File: src/design/crsd_pkg.sv
// ----------------------------------------------------------------------------
// crsd_pkg
// Shared constants and types for the cable robot step delta unit.
// ----------------------------------------------------------------------------
package crsd_pkg;

  localparam int SPAN_W          = 23;
  localparam int SCALE_W         = 24;
  localparam int OUT_W           = 31;
  localparam int COORD_BITS_DEF  = 24;
  localparam int SCALE_FRAC_DEF  = 20;
  localparam int ADDR_W          = 4;
  localparam int DATA_W          = 32;

  localparam logic [SPAN_W-1:0]  HALF_SPAN_Y_RST  = SPAN_W'(1000000);
  localparam logic [SPAN_W-1:0]  HALF_SPAN_X_RST  = SPAN_W'(1000000);
  localparam logic [SCALE_W-1:0] STEPS_PER_UM_RST = SCALE_W'(33554);

  typedef enum logic [1:0] {
    REG_HALF_SPAN_Y  = 2'd0,
    REG_HALF_SPAN_X  = 2'd1,
    REG_STEPS_PER_UM = 2'd2
  } reg_index_t;

endpackage

File: src/design/crsd_scale.sv
// ----------------------------------------------------------------------------
// crsd_scale
// Length delta times steps per micrometre, truncated toward zero, saturated.
// ----------------------------------------------------------------------------
module crsd_scale
  import crsd_pkg::*;
#(
  parameter int ROOT_W    = 25,
  parameter int FRAC_BITS = SCALE_FRAC_DEF
) (
  input  logic                    clk,
  input  logic                    en,
  input  logic [ROOT_W-1:0]       len_start,
  input  logic [ROOT_W-1:0]       len_target,
  input  logic [SCALE_W-1:0]      steps_per_um,
  output logic signed [OUT_W-1:0] steps,
  output logic                    sat
);

  localparam int PROD_W = ROOT_W + SCALE_W;
  localparam int SHR_W  = PROD_W - FRAC_BITS;
  localparam logic [63:0] POS_MAX = 64'd1073741823;
  localparam logic [63:0] NEG_MAX = 64'd1073741824;

  logic [ROOT_W-1:0] mag;
  logic              neg1;
  logic [PROD_W-1:0] prod;
  logic              neg2;
  logic [SHR_W-1:0]  shr;
  logic [63:0]       shr_ext;
  logic [OUT_W-1:0]  low;
  logic              over;

  assign shr     = prod[PROD_W-1:FRAC_BITS];
  assign shr_ext = 64'(shr);
  assign over    = neg2 ? (shr_ext > NEG_MAX) : (shr_ext > POS_MAX);
  assign low     = over ? (neg2 ? NEG_MAX[OUT_W-1:0] : POS_MAX[OUT_W-1:0])
                        : shr_ext[OUT_W-1:0];

  always_ff @(posedge clk) begin
    if (en) begin
      neg1  <= len_start < len_target;
      mag   <= (len_start < len_target) ? len_target - len_start
                                        : len_start - len_target;
      neg2  <= neg1;
      prod  <= PROD_W'(mag) * PROD_W'(steps_per_um);
      steps <= neg2 ? $signed(-low) : $signed(low);
      sat   <= over;
    end
  end

endmodule

File: config.mk
export PLATFORM = sky130hd
export DESIGN_NAME = crsd_scale
export DESIGN_NICKNAME = d
export VERILOG_FILES = /design/src/design/crsd_pkg.sv /design/src/design/crsd_scale.sv
export SDC_FILE = /design/constraint.sdc
export NUM_CORES = 2
export LEC_CHECK = 0
export BUFFER_PORTS_ARGS = -buffer_cell sky130_fd_sc_hd__buf_2
export CORE_MARGIN = 2
export CORE_UTILIZATION = 25
export CTS_CLUSTER_DIAMETER = 100
export CTS_CLUSTER_SIZE = 40
export DETAILED_ROUTE_END_ITERATION = 10
export GPL_TIMING_DRIVEN = 0
export PLACE_DENSITY = 0.4
export SLEW_MARGIN = 20
export SYNTH_ARGS = -nofsm -noshare
export SYNTH_HDL_FRONTEND = slang
export SYNTH_SLANG_ARGS = --single-unit
File: constraint.sdc
create_clock -name clk -period 6.99 [get_ports clk]
set_input_delay 0.699 -clock clk [delete_from_list [all_inputs] [get_ports clk]]
set_output_delay 0.699 -clock clk [all_outputs]
set_load 0.05 [all_outputs]
Yosys cells after proc, flatten, opt, wreduce, memory -nomap -nowiden
Cells that the tools add are included.
- bits in registers: 108
- input bits: 76
- output and inout bits: 32
- logic and storage cells: 18
- add/subtract/negate cells: 3
- $mul: 1
- magnitude comparators: 3
- muxes and demuxes: 5
- operator list (kind ; count):
    2-to-1 mux 31 bit ; 3
    subtractor 25 bit ; 2
    multiplier 25 x 24 -> 49 bit ; 1
    > comparator 29 x 31 -> 1 bit, second input constant ; 1
    negation 31 bit ; 1
    > comparator 29 x 30 -> 1 bit, second input constant ; 1
    less-than comparator 25 bit ; 1
    2-to-1 mux 25 bit ; 1
    2-to-1 mux 1 bit ; 1

Longest topological paths before layout
- depth in word-level cells: 5
- gate-level depth with buffers: 29
- depth with buffers taken out: 26

Worst setup path after synthesis
No wires, ideal clock.
- kind: in2reg
- start point: input steps_per_um[9]
- end point: register prod[42], data pin
- library setup time: 0.260 ns
- arrival time: 7.107 ns
- data required time: 6.730 ns
- path slack: -0.377 ns
- stages on the path: 25
- buffers on the path: 2
- cell sequence: clkbuf_1 -> nand2_1 -> fa_1 -> inv_1 -> fa_1 -> inv_1 -> fa_1 -> inv_1 -> fa_1 -> fa_1 -> fa_1 -> inv_1 -> fa_1 -> inv_1 -> ha_1 -> or2_2 -> a21oi_1 -> a21oi_1 -> a221o_1 -> a311o_1 -> or2_2 -> clkbuf_1 -> a31o_2 -> a21oi_1 -> xnor2_1
- cells in the longest elaborated chain, start to end: 1
- ends and longest elaborated chain (element ; line ; source):
    from (decl) ; crsd_scale.sv:15 ; input logic [SCALE_W-1:0] steps_per_um,
    multiplier 25 x 24 -> 49 bit ; crsd_scale.sv:46 ; prod <= PROD_W'(mag) * PROD_W'(steps_per_um);
    to (signal assigned) ; crsd_scale.sv:46 ;
    to (decl) ; crsd_scale.sv:27 ; logic [PROD_W-1:0] prod;
Every way passes these cells.
A chain may end at the register's enable or synchronous reset.

Worst setup path in the final report
- start point: register mag[6]
- end point: register prod[46], data pin
- cells in the longest elaborated chain, start to end: 1
- ends and longest elaborated chain (element ; line ; source):
    from (decl) ; crsd_scale.sv:25 ; logic [ROOT_W-1:0] mag;
    from (signal assigned) ; crsd_scale.sv:43 ; mag <= (len_start < len_target) ? len_target - len_start
    multiplier 25 x 24 -> 49 bit ; crsd_scale.sv:46 ;
Every way passes these cells.

==> results.toml <==
[sta]
maxSlewViolCount = 0
finalHoldViolations = 0
finalCritPeriodShare_pct = 104
fin_crit_ns = 7.25
fmax_mhz = 138
finalWorstSetupSlack_ns = -0.257
setup_violations = 11
fin_skew_ns = 0.0184
setup_total_negative_slack_ns = -1.60
rsz0062_at_grt = "yes"
worstMarginPinSlew_ns = 0.835
maxSlewHeadroom_pct = 42.9

[outcome]
violations = "negative setup slack"
status = "finished with violations"

[detailed_routing]
drt_first_pass_iters = 5
ant_nets = 0
post_drt_wl_per_cell_um = 20.9
wirelength_um = 87200
drt_iter0_drc = 1005
drc = 0
vias = 18551
vias_per_cell = 4.44

[clocking]
cts_num_sinks = 87
clk_latency_ns = 0.40
clock_path_buffers = 2
cts_tree = "yes"
path_clk_slew_ns = 0.09
htree_levels = 3
cts_buffers = 9
root_buffer = "clkbuf_16"

[yosys]
synth_edf_count = 87
async_flop_share_pct = 0
yosysWarningCount = 0
synth_area_sq_um = 24600
syn_area_per_cell_sq_um = 9.24
synth_seq_cells = 87
syn-num-nets = 3463
synth_flop_cell = "edfxtp_1"
ys_seq_area_share_pct = 10.6
netlist-cell-type-count = 69
synth_cells = 2661

[layout]
mostFrequentLayoutCells = "inv_1 (599), fa_1 (490), nand2_1 (347), and2_1 (296), ha_1 (209)"
nets = 3683
layout-drive-gt1-share_pct = 15.1
area_growth_pct = 19.3
mostFrequentLayoutCell = "inv_1"
fin_area_sq_um = 29300
nFillCells = 10479

[worst_setup_path]
rrSetupSlack_ns = -0.26
reg2reg_to = "prod[46]$_DFFE_PP_"
critPathLaunchType = "register"
arrival_ns = 7.39
end_kind = "register"
worstSetupPathType = "reg -> reg"
reg2reg_from = "mag[6]$_DFFE_PP_"
r2r_cells = 24
critPathRequiredTime_ns = 7.14
worstPathMaxFanout = 5

[floorplan]
die-area_sq_um = 101000
io_pins = 108
die_h_um = 318
rows = 115
initial_core_util_pct = 25.1
die_x_um = 318
core_sq_um = 98000

[place]
dpl_cell_area_sq_um = 26900
dp_hpwl_um = 70400
dp_slack_ns = -2.52
io_buffers = 105
place_congestion = 0.890

[global_route]
antenna_found_initial = 12
grt_pass1_vias = 19956
grt_max_degree = 47
grt_usage_pct = 17.5
grt_overflow = 0
grt_pass1_wl_um = 130000

[job]
drv_cap = 0

[worst_hold_path]
hp-class = "reg -> reg"
worstHoldPathCells = 0
worstHoldStart = "prod[20]$_DFFE_PP_"
min_to = "steps[0]$_DFFE_PP_"
## sequential cells by signal, indices dropped and copies added (netlist names)
name,cells
mag,25
prod,29
steps,31
neg1,1
neg2,1
## area by class of cell
cell class	count	area, sq um	share of cell area (%)
multi-input cells	1830	19700	67.1
repair buffers	214	1580	5.39
inverters	618	2320	7.91
plain buffers	121	1200	4.11
clock buffers	9	225	0.768
flip-flops and latches	87	2610	8.91
diodes	5	12.5	0.0427
well taps	1287	1610	5.49
clock inverters	7	72.6	0.247
## worst max path at each step
stage          slack (ns)        startpoint                  to  depth (start not counted)
6_report            -0.26  mag[6]$_DFFE_PP_  prod[46]$_DFFE_PP_                         24
5_1_grt             -0.45  mag[6]$_DFFE_PP_  prod[48]$_DFFE_PP_                         25
4_1_cts             -0.29  mag[8]$_DFFE_PP_  prod[46]$_DFFE_PP_                         24
3_5_place_dp        -2.52   steps_per_um[1]  prod[47]$_DFFE_PP_                         26
3_3_place_gp        -2.62   steps_per_um[1]  prod[47]$_DFFE_PP_                         26
2_1_floorplan      0.0006   steps_per_um[3]  prod[48]$_DFFE_PP_                         25
## metrics by stage
stage | instances | hold slack (ns) | utilization, %
floorplan | 2661 | 0.400 | -
global placement | 4053 | 0.448 | 27.4
detailed placement | 4055 | 0.473 | 27.4
CTS | 4150 | 0.479 | 29.4
global route | 4175 | 0.501 | 29.9
finish | 4178 | 0.464 | 29.9
## metal layers
metal	routed length (um)	GRT usage, %	up-vias
li1	-	-	8447
met2	40700	28.5	444
met3	4610	2.76	77
met5	7	0	-
met4	2820	5.52	2
met1	39100	23.8	9581
## critical path: stages, from the launching register on
cell and delay [ns]:
edfxtp_1 0.54, clkbuf_8 0.22, buf_4 0.16, and2_1 0.15, fa_1 0.49, inv_2 0.04
fa_1 0.55, inv_2 0.04, fa_1 0.52, fa_1 0.46, fa_1 0.52, fa_1 0.51
inv_2 0.04, fa_1 0.48, inv_2 0.05, ha_4 0.23, or2_4 0.24, a21oi_2 0.15
a21oi_2 0.08, a221o_1 0.38, a311o_1 0.36, or2_4 0.27, a41o_1 0.28, a21oi_2 0.14
xnor2_1 0.08
## Yosys cell counts (all sizes together) (4+ instances only)
library cell    n  share of area, %
a211oi          8              0.24
a21o           38               1.2
a21oi          80               1.6
a31o            4              0.14
a31oi           8              0.20
and2          304               7.7
and3            8              0.20
buf             9              0.16
clkbuf        117               1.8
edfxtp         87                11
fa            505                41
ha            221                11
inv           617               9.4
mux2i          10              0.41
nand2         354               5.4
nand2b          8              0.20
nand3           6              0.12
nand4          12              0.31
nor2           27              0.41
nor2b           8              0.20
nor3           11              0.22
o211ai          6              0.18
o21a            8              0.24
o21ai          42              0.85
o21bai          6              0.18
o31ai          10              0.33
o41ai           6              0.29
or2             7              0.19
or4             6              0.21
xnor2          60               2.1
xor2           23              0.82
## kinds of logic after synthesis
group | Yosys count | synth area share, %
adders and majority gates | 726 | 52.4
AOI/OAI and AO/OA | 247 | 6.61
muxes | 12 | 0.499
and+or+nand+nor | 761 | 15.5
other | 1 | 0.0153
DFF | 87 | 10.6
buffers and inverters | 744 | 11.4
xor gates and xnor gates | 83 | 2.96
## repair_timing
item                                   in CTS  in global routing
gates cloned                                0                  2
hold buffers                                0                  0
pin swaps                                  49                 35
resized for setup                         288                 86
endpoints found under the hold margin       0                  0
buffers inserted                           82                 26
setup endpoints to repair                  29                 24
Power is left out: the tool's default activity adds up to more than one toggle a clock period on the data nets, which glitch-free logic cannot reach.
