$ cat config.mk
export PLATFORM = sky130hd
export DESIGN_NAME = crsd_sqrt_chain
export DESIGN_NICKNAME = d
export VERILOG_FILES = /design/src/design/crsd_sqrt_cell.sv /design/src/design/crsd_sqrt_chain.sv
export SDC_FILE = /design/constraint.sdc
export NUM_CORES = 2
export LEC_CHECK = 0
export BUFFER_PORTS_ARGS = -buffer_cell sky130_fd_sc_hd__buf_2
export CORE_ASPECT_RATIO = 1.4
export CORE_UTILIZATION = 26
export DETAILED_ROUTE_END_ITERATION = 10
export PLACE_DENSITY_LB_ADDON = 0.12
export SETUP_SLACK_MARGIN = 0.3
export SYNTH_ARGS = -nofsm -noshare
export SYNTH_HDL_FRONTEND = slang
export SYNTH_SLANG_ARGS = --single-unit
$ cat constraint.sdc
create_clock -name clk -period 3.3 [get_ports clk]
set_clock_uncertainty 0.1 [all_clocks]
set_input_delay 0.165 -clock clk [delete_from_list [all_inputs] [get_ports clk]]
set_output_delay 0.165 -clock clk [all_outputs]
set_load 0.02 [all_outputs]
$ cat src/design/crsd_sqrt_cell.sv
// ----------------------------------------------------------------------------
// crsd_sqrt_cell
// One restoring square root step: takes two radicand bits, yields one root bit.
// ----------------------------------------------------------------------------
module crsd_sqrt_cell #(
  parameter int ROOT_W = 25
) (
  input  logic                  clk,
  input  logic                  en,
  input  logic [ROOT_W+1:0]     rem_in,
  input  logic [ROOT_W-1:0]     root_in,
  input  logic [2*ROOT_W-1:0]   rad_in,
  output logic [ROOT_W+1:0]     rem_out,
  output logic [ROOT_W-1:0]     root_out,
  output logic [2*ROOT_W-1:0]   rad_out
);

  logic [ROOT_W+1:0] cat;
  logic [ROOT_W+1:0] trial;
  logic              fits;

  assign cat   = {rem_in[ROOT_W-1:0], rad_in[2*ROOT_W-1 -: 2]};
  assign trial = {root_in, 2'b01};
  assign fits  = cat >= trial;

  always_ff @(posedge clk) begin
    if (en) begin
      rem_out  <= fits ? cat - trial : cat;
      root_out <= {root_in[ROOT_W-2:0], fits};
      rad_out  <= {rad_in[2*ROOT_W-3:0], 2'b00};
    end
  end

endmodule

$ cat src/design/crsd_sqrt_chain.sv
// ----------------------------------------------------------------------------
// crsd_sqrt_chain
// Row of square root cells, one root bit per cell, one radicand per cycle while en is high.
// ----------------------------------------------------------------------------
module crsd_sqrt_chain #(
  parameter int ROOT_W = 25
) (
  input  logic                clk,
  input  logic                en,
  input  logic [2*ROOT_W-1:0] radicand,
  output logic [ROOT_W-1:0]   root
);

  logic [ROOT_W+1:0]   rem_c  [ROOT_W+1];
  logic [ROOT_W-1:0]   root_c [ROOT_W+1];
  logic [2*ROOT_W-1:0] rad_c  [ROOT_W+1];

  assign rem_c[0]  = '0;
  assign root_c[0] = '0;
  assign rad_c[0]  = radicand;

  for (genvar i = 0; i < ROOT_W; i++) begin : g_cell
    crsd_sqrt_cell #(.ROOT_W(ROOT_W)) u_cell (
      .clk      (clk),
      .en       (en),
      .rem_in   (rem_c[i]),
      .root_in  (root_c[i]),
      .rad_in   (rad_c[i]),
      .rem_out  (rem_c[i+1]),
      .root_out (root_c[i+1]),
      .rad_out  (rad_c[i+1])
    );
  end

  assign root = root_c[ROOT_W];

endmodule

# After elaboration in Yosys (flattened, before gate mapping)
# Index checks and enable logic that the tools add are counted.
# op_classes
add_sub_neg	24
magnitude_cmp	25
muxes	24
# op_table
operator	count
two-way mux 25 bit	23
greater-or-equal comparator 27 x 10 -> 1 bit	1
greater-or-equal comparator 27 x 11 -> 1 bit	1
greater-or-equal comparator 27 x 12 -> 1 bit	1
greater-or-equal comparator 27 x 13 -> 1 bit	1
greater-or-equal comparator 27 x 14 -> 1 bit	1
greater-or-equal comparator 27 x 15 -> 1 bit	1
greater-or-equal comparator 27 x 16 -> 1 bit	1
greater-or-equal comparator 27 x 17 -> 1 bit	1
greater-or-equal comparator 27 x 18 -> 1 bit	1
greater-or-equal comparator 27 x 19 -> 1 bit	1
greater-or-equal comparator 27 x 20 -> 1 bit	1
greater-or-equal comparator 27 x 21 -> 1 bit	1
greater-or-equal comparator 27 x 22 -> 1 bit	1
greater-or-equal comparator 27 x 23 -> 1 bit	1
greater-or-equal comparator 27 x 24 -> 1 bit	1
greater-or-equal comparator 27 x 25 -> 1 bit	1
greater-or-equal comparator 27 x 26 -> 1 bit	1
greater-or-equal comparator 27 x 3 -> 1 bit	1
greater-or-equal comparator 27 x 4 -> 1 bit	1
greater-or-equal comparator 27 x 5 -> 1 bit	1
greater-or-equal comparator 27 x 6 -> 1 bit	1
greater-or-equal comparator 27 x 7 -> 1 bit	1
greater-or-equal comparator 27 x 8 -> 1 bit	1
other kinds (27)	27
# word_totals
register_bits	1503
inputBits	52
output_inout_bits	25
elab_cells	147

# Longest topological paths before layout
# depth
depth_word	2
ltp_mapped	13

# Cells and area by module
# From an unflattened synthesis, not the netlist that was laid out.
# unflattened
hier_cells	9376
hier_area_um2	124341.8
# by_module_without_submodules
module	instances	cells_each	area_each_um2	seq_area_each_um2
crsd_sqrt_cell (g_cell[19].u_cell ...)	15	365	4966.0	3002.9
crsd_sqrt_cell (g_cell[0].u_cell ...)	10	390	4984.8	3002.9
crsd_sqrt_chain	1	1	3.8	0.0

# Least setup slack after synthesis
# No wires, ideal clock.
# synth_path
path_kind	reg-to-reg
start	register g_cell[22].u_cell.rem_out[0]
end	register g_cell[23].u_cell.rem_out[10], data pin
setup_time_ns	0.260
t_arrival_ns	2.840
t_required_ns	2.940
setup_slack_ns	0.100
stages_incl_launch_ff	12
path_buffers	1
period_less_slack_ns	3.200
path_cell_list	edfxtp_1 -> ha_1 -> o21a_1 -> nor4_1 -> nor3_1 -> o21ai_1 -> o31ai_1 -> a21oi_1 -> o211a_1 -> inv_2 -> buf_2 -> mux2_2
# synth_between
elab_chain_len	2
word_cells_on_any_way	3
cone_classes	add/sub (1); order compare (1); mux (1)
# synth_rtl
element	line_no	source
start: declaration	crsd_sqrt_cell.sv:13	output logic [ROOT_W+1:0] rem_out,
start signal: assignment	crsd_sqrt_cell.sv:28	rem_out <= fits ? cat - trial : cat;
subtractor 25 bit or greater-or-equal comparator 27 x 25 -> 1 bit (tied branches)	crsd_sqrt_cell.sv:28, crsd_sqrt_cell.sv:24	
two-way mux 25 bit *	crsd_sqrt_cell.sv:28	
end signal: assignment	crsd_sqrt_cell.sv:28	
end: declaration	crsd_sqrt_cell.sv:13	
# Every way passes the cells marked *; elsewhere a longest branch is shown, timed or not.
# A chain may end at the register's enable or synchronous reset.

# Final worst setup path
# layout_path
start	register g_cell[22].u_cell.rem_out[0]
end	register g_cell[23].u_cell.rem_out[18], data pin
# The elaborated chain is that of the path after synthesis.

==> flow_summary.yaml <==
outcome:
  status: "completed"
yosys:
  synth_seq_cells: 1493
  ys_warn_count: 0
  yosysUniqueCellTypes: 89
  yosys.area_share.adder: 0.0634
  yosysTopAreaCell: "edfxtp_1"
  netlist_instances: 5262
  synth_edf_count: 1493
  synthXorXnorAreaFrac: 0.0570
  synth.top_cell.area_share: 0.647
  synth-compound-area-share: 0.0947
  synth_top_family_by_area: "simple AND/OR/NAND/NOR gates"
  ys_top_cells_by_area: "edfxtp_1, ha_1, xnor2_1, xor2_1, inv_1"
  async_reset_ff_frac: 0
  synthesis.nets: 5665
  synth_area_sq_um: 69300
  syn_avg_cell_area_sq_um: 13.2
  ys.flop_type: "edfxtp_1"
  synthMuxAreaShare: 0.0129
  synth_seq_area_share: 0.647
  synthSimpleGateAreaFrac: 0.0954
floorplanning:
  die_y_um: 613
  die_area_sq_um: 269000
  placementRows: 223
  core-area_sq_um: 264000
  initial_core_util: 0.262
  pin_count: 77
  die_w_um: 438
worst_setup_path:
  worstPathMaxFanout: 6
  r2r-end: "g_cell[23].u_cell.rem_out[18]$_DFFE_PP_"
  end_kind: "flip-flop"
  criticalPathCategory: "flip-flop to flip-flop"
  critPathLaunchType: "flip-flop"
  r2r_cells: 13
  reg2reg_from: "g_cell[22].u_cell.rem_out[0]$_DFFE_PP_"
  required_ps: 3760
  r2r_setup_slack_ps: 150
  crit_arrival_ps: 3620
clock_tree:
  cts.sinks: 1493
  root_buffer: "clkbuf_16"
  numCtsBuffers: 176
  cts_buffer_depth: 4
  clkLatencyLatePin_ps: 840
  h-tree-depth: 4
  clkTransAtPathRegs_ps: 60
  cts_tree: "done"
worst_hold_path:
  holdPathEnd: "g_cell[11].u_cell.rad_out[29]$_DFFE_PP_"
  min_delay_path_depth: 0
  hold_class: "flip-flop to flip-flop"
  hp-start: "g_cell[10].u_cell.rad_out[27]$_DFFE_PP_"
grt:
  grt_max_degree: 96
  antenna_found_initial: 2
  grtUsageTotal: 0.123
  gr-total-overflow: 0
  grt_pass1_wl_um: 256000
  grt_pass1_vias: 45400
detailed_routing:
  drtAntennaViolNets: 0
  vias_per_cell: 4.41
  dr.pass1.iters: 5
  wl_per_cell_um: 17.3
  vias: 42900
  drt-initial-drc-count: 1907
  wl_um: 168000
  drc: 0
timing:
  whs_ps: 294
  min_period_ps: 3150
  slew_violations: 0
  setup_ws_ps: 145
  hold_viol_final: 0
  max_freq_mhz: 317
  rsz0062_at_grt: "yes"
  worstMarginPinSlew_ps: 693
  slew-limit-headroom: 0.538
  fin_crit_sh: 0.956
  setup_viol: 0
place:
  dpl.hpwl_um: 121000
  place_ws_ps: -288
  place.gp.congestion: 0.838
  place_area_sq_um: 77300
  place_inst: 9133
  numPortBuffers: 76
pwr:
  power.total_mw: 58.6
  leakagePower_nw: 33.7
  peakVddDrop_v: 0.000512
  powerDensity_nw_per_um2: 658
final_layout:
  syn_to_final_growth_pct: 28.6
  drive_above_1_share: 0.238
  final_cells: 9738
  fin_nets: 6527
  fill_cells: 25900
  final_area_sq_um: 89100
  final_common_cell: "edfxtp_1"
  final_cell_mix: "edfxtp_1, buf_4, inv_1, nand2_1, ha_1"
run:
  maxCapViolCount: 0
kinds of logic after synthesis:
kind of cell,count (synthesis)
simple gates,1306
mux,81
compound gates,1038
buf+inv,541
other cells,1
flops,1493
fa+ha+maj,351
xor+xnor,451
Yosys cell counts, types with 28 or more instances:
master       n
or4_1       44
ha_1       351
o21a_1      67
a31oi_1     40
a211oi_1    29
a21oi_1    272
nand2_1    326
inv_1      439
nor3_1     131
mux2_2      65
clkbuf_1    74
o31ai_1     44
xor2_1     213
o21ai_0    274
or2_2       28
xnor2_1    238
nor2b_1     44
nor2_1     292
edfxtp_1  1493
nand3_1     84
nand2b_1    64
or3_1       68
a21o_1     122
nand4_1     51
nor4_1      49
final cells by class:
cell class	count	area, sq um	area share
Clock inverter	101	1060	0.0119
Sequential cell	1493	44800	0.503
Timing Repair Buffer	781	7050	0.0791
Inverter	444	1680	0.0189
Tap cell	3487	4360	0.0490
Multi-Input combinational cell	3228	25600	0.287
Antenna cell	1	2.50	0.0000281
Clock buffer	203	4530	0.0508
repair_timing:
item | in CTS | in global routing
pin swaps | 85 | 156
hold buffers | 102 | 0
endpoints found under the hold margin | 318 | 0
buffers inserted | 88 | 95
gates cloned | 10 | 5
setup endpoints to repair | 338 | 393
gates resized for setup | 316 | 404
power by group:
part | switching, mW | internal [mW]
clock network | 7.93 | 11.3
logic | 7.19 | 6.76
registers | 1.50 | 23.9
total | 16.6 | 42.0
metrics by stage:
| stage | util | TNS, ps |
|---|---|---|
| floorplan | - | 0 |
| global placement | 0.293 | -6770 |
| detailed placement | 0.293 | -8800 |
| CTS | 0.327 | 0 |
| global route | 0.337 | 0 |
| finish | 0.337 | 0 |
how the worst max path moves through the flow:
stage                                            start  slack, ps  depth (start not counted)                                      end
2_1_floorplan  g_cell[18].u_cell.rem_out[14]$_DFFE_PP_        300                          8  g_cell[19].u_cell.rem_out[22]$_DFFE_PP_
3_3_place_gp   g_cell[22].u_cell.root_out[5]$_DFFE_PP_       -280                         12   g_cell[23].u_cell.rem_out[5]$_DFFE_PP_
3_5_place_dp   g_cell[22].u_cell.root_out[5]$_DFFE_PP_       -290                         12   g_cell[23].u_cell.rem_out[7]$_DFFE_PP_
4_1_cts         g_cell[22].u_cell.rem_out[0]$_DFFE_PP_        100                         13  g_cell[23].u_cell.rem_out[23]$_DFFE_PP_
5_1_grt         g_cell[22].u_cell.rem_out[0]$_DFFE_PP_         40                         13  g_cell[23].u_cell.rem_out[23]$_DFFE_PP_
6_report        g_cell[22].u_cell.rem_out[0]$_DFFE_PP_        150                         13  g_cell[23].u_cell.rem_out[18]$_DFFE_PP_
routing by layer:
| layer | vias up | track usage | share of wire |
|---|---|---|---|
| met4 | 0 | 0.0730 | 0.059 |
| met3 | 388 | 0.0187 | 0.028 |
| li1 | 21300 | - | - |
| met2 | 573 | 0.246 | 0.57 |
| met5 | - | 0 | 0 |
| met1 | 20700 | 0.114 | 0.34 |
flip-flops by register name (all words and copies together) (netlist names):
| name | count |
|---|---|
| g_cell.u_cell.root_out | 325 |
| g_cell.u_cell.rad_out | 600 |
| g_cell.u_cell.rem_out | 568 |
worst max-delay path, cell delays in order (launching register included):
cell	delay, ps
edfxtp_1	460
ha_4	310
o21a_1	160
nor4_2	50
buf_4	140
nor3_4	170
o21ai_2	80
buf_6	130
o31ai_4	300
a21oi_2	100
o211a_1	290
inv_4	130
buf_8	140
mux2_4	300
No activity file was read; power rests on OpenSTA's default activity.
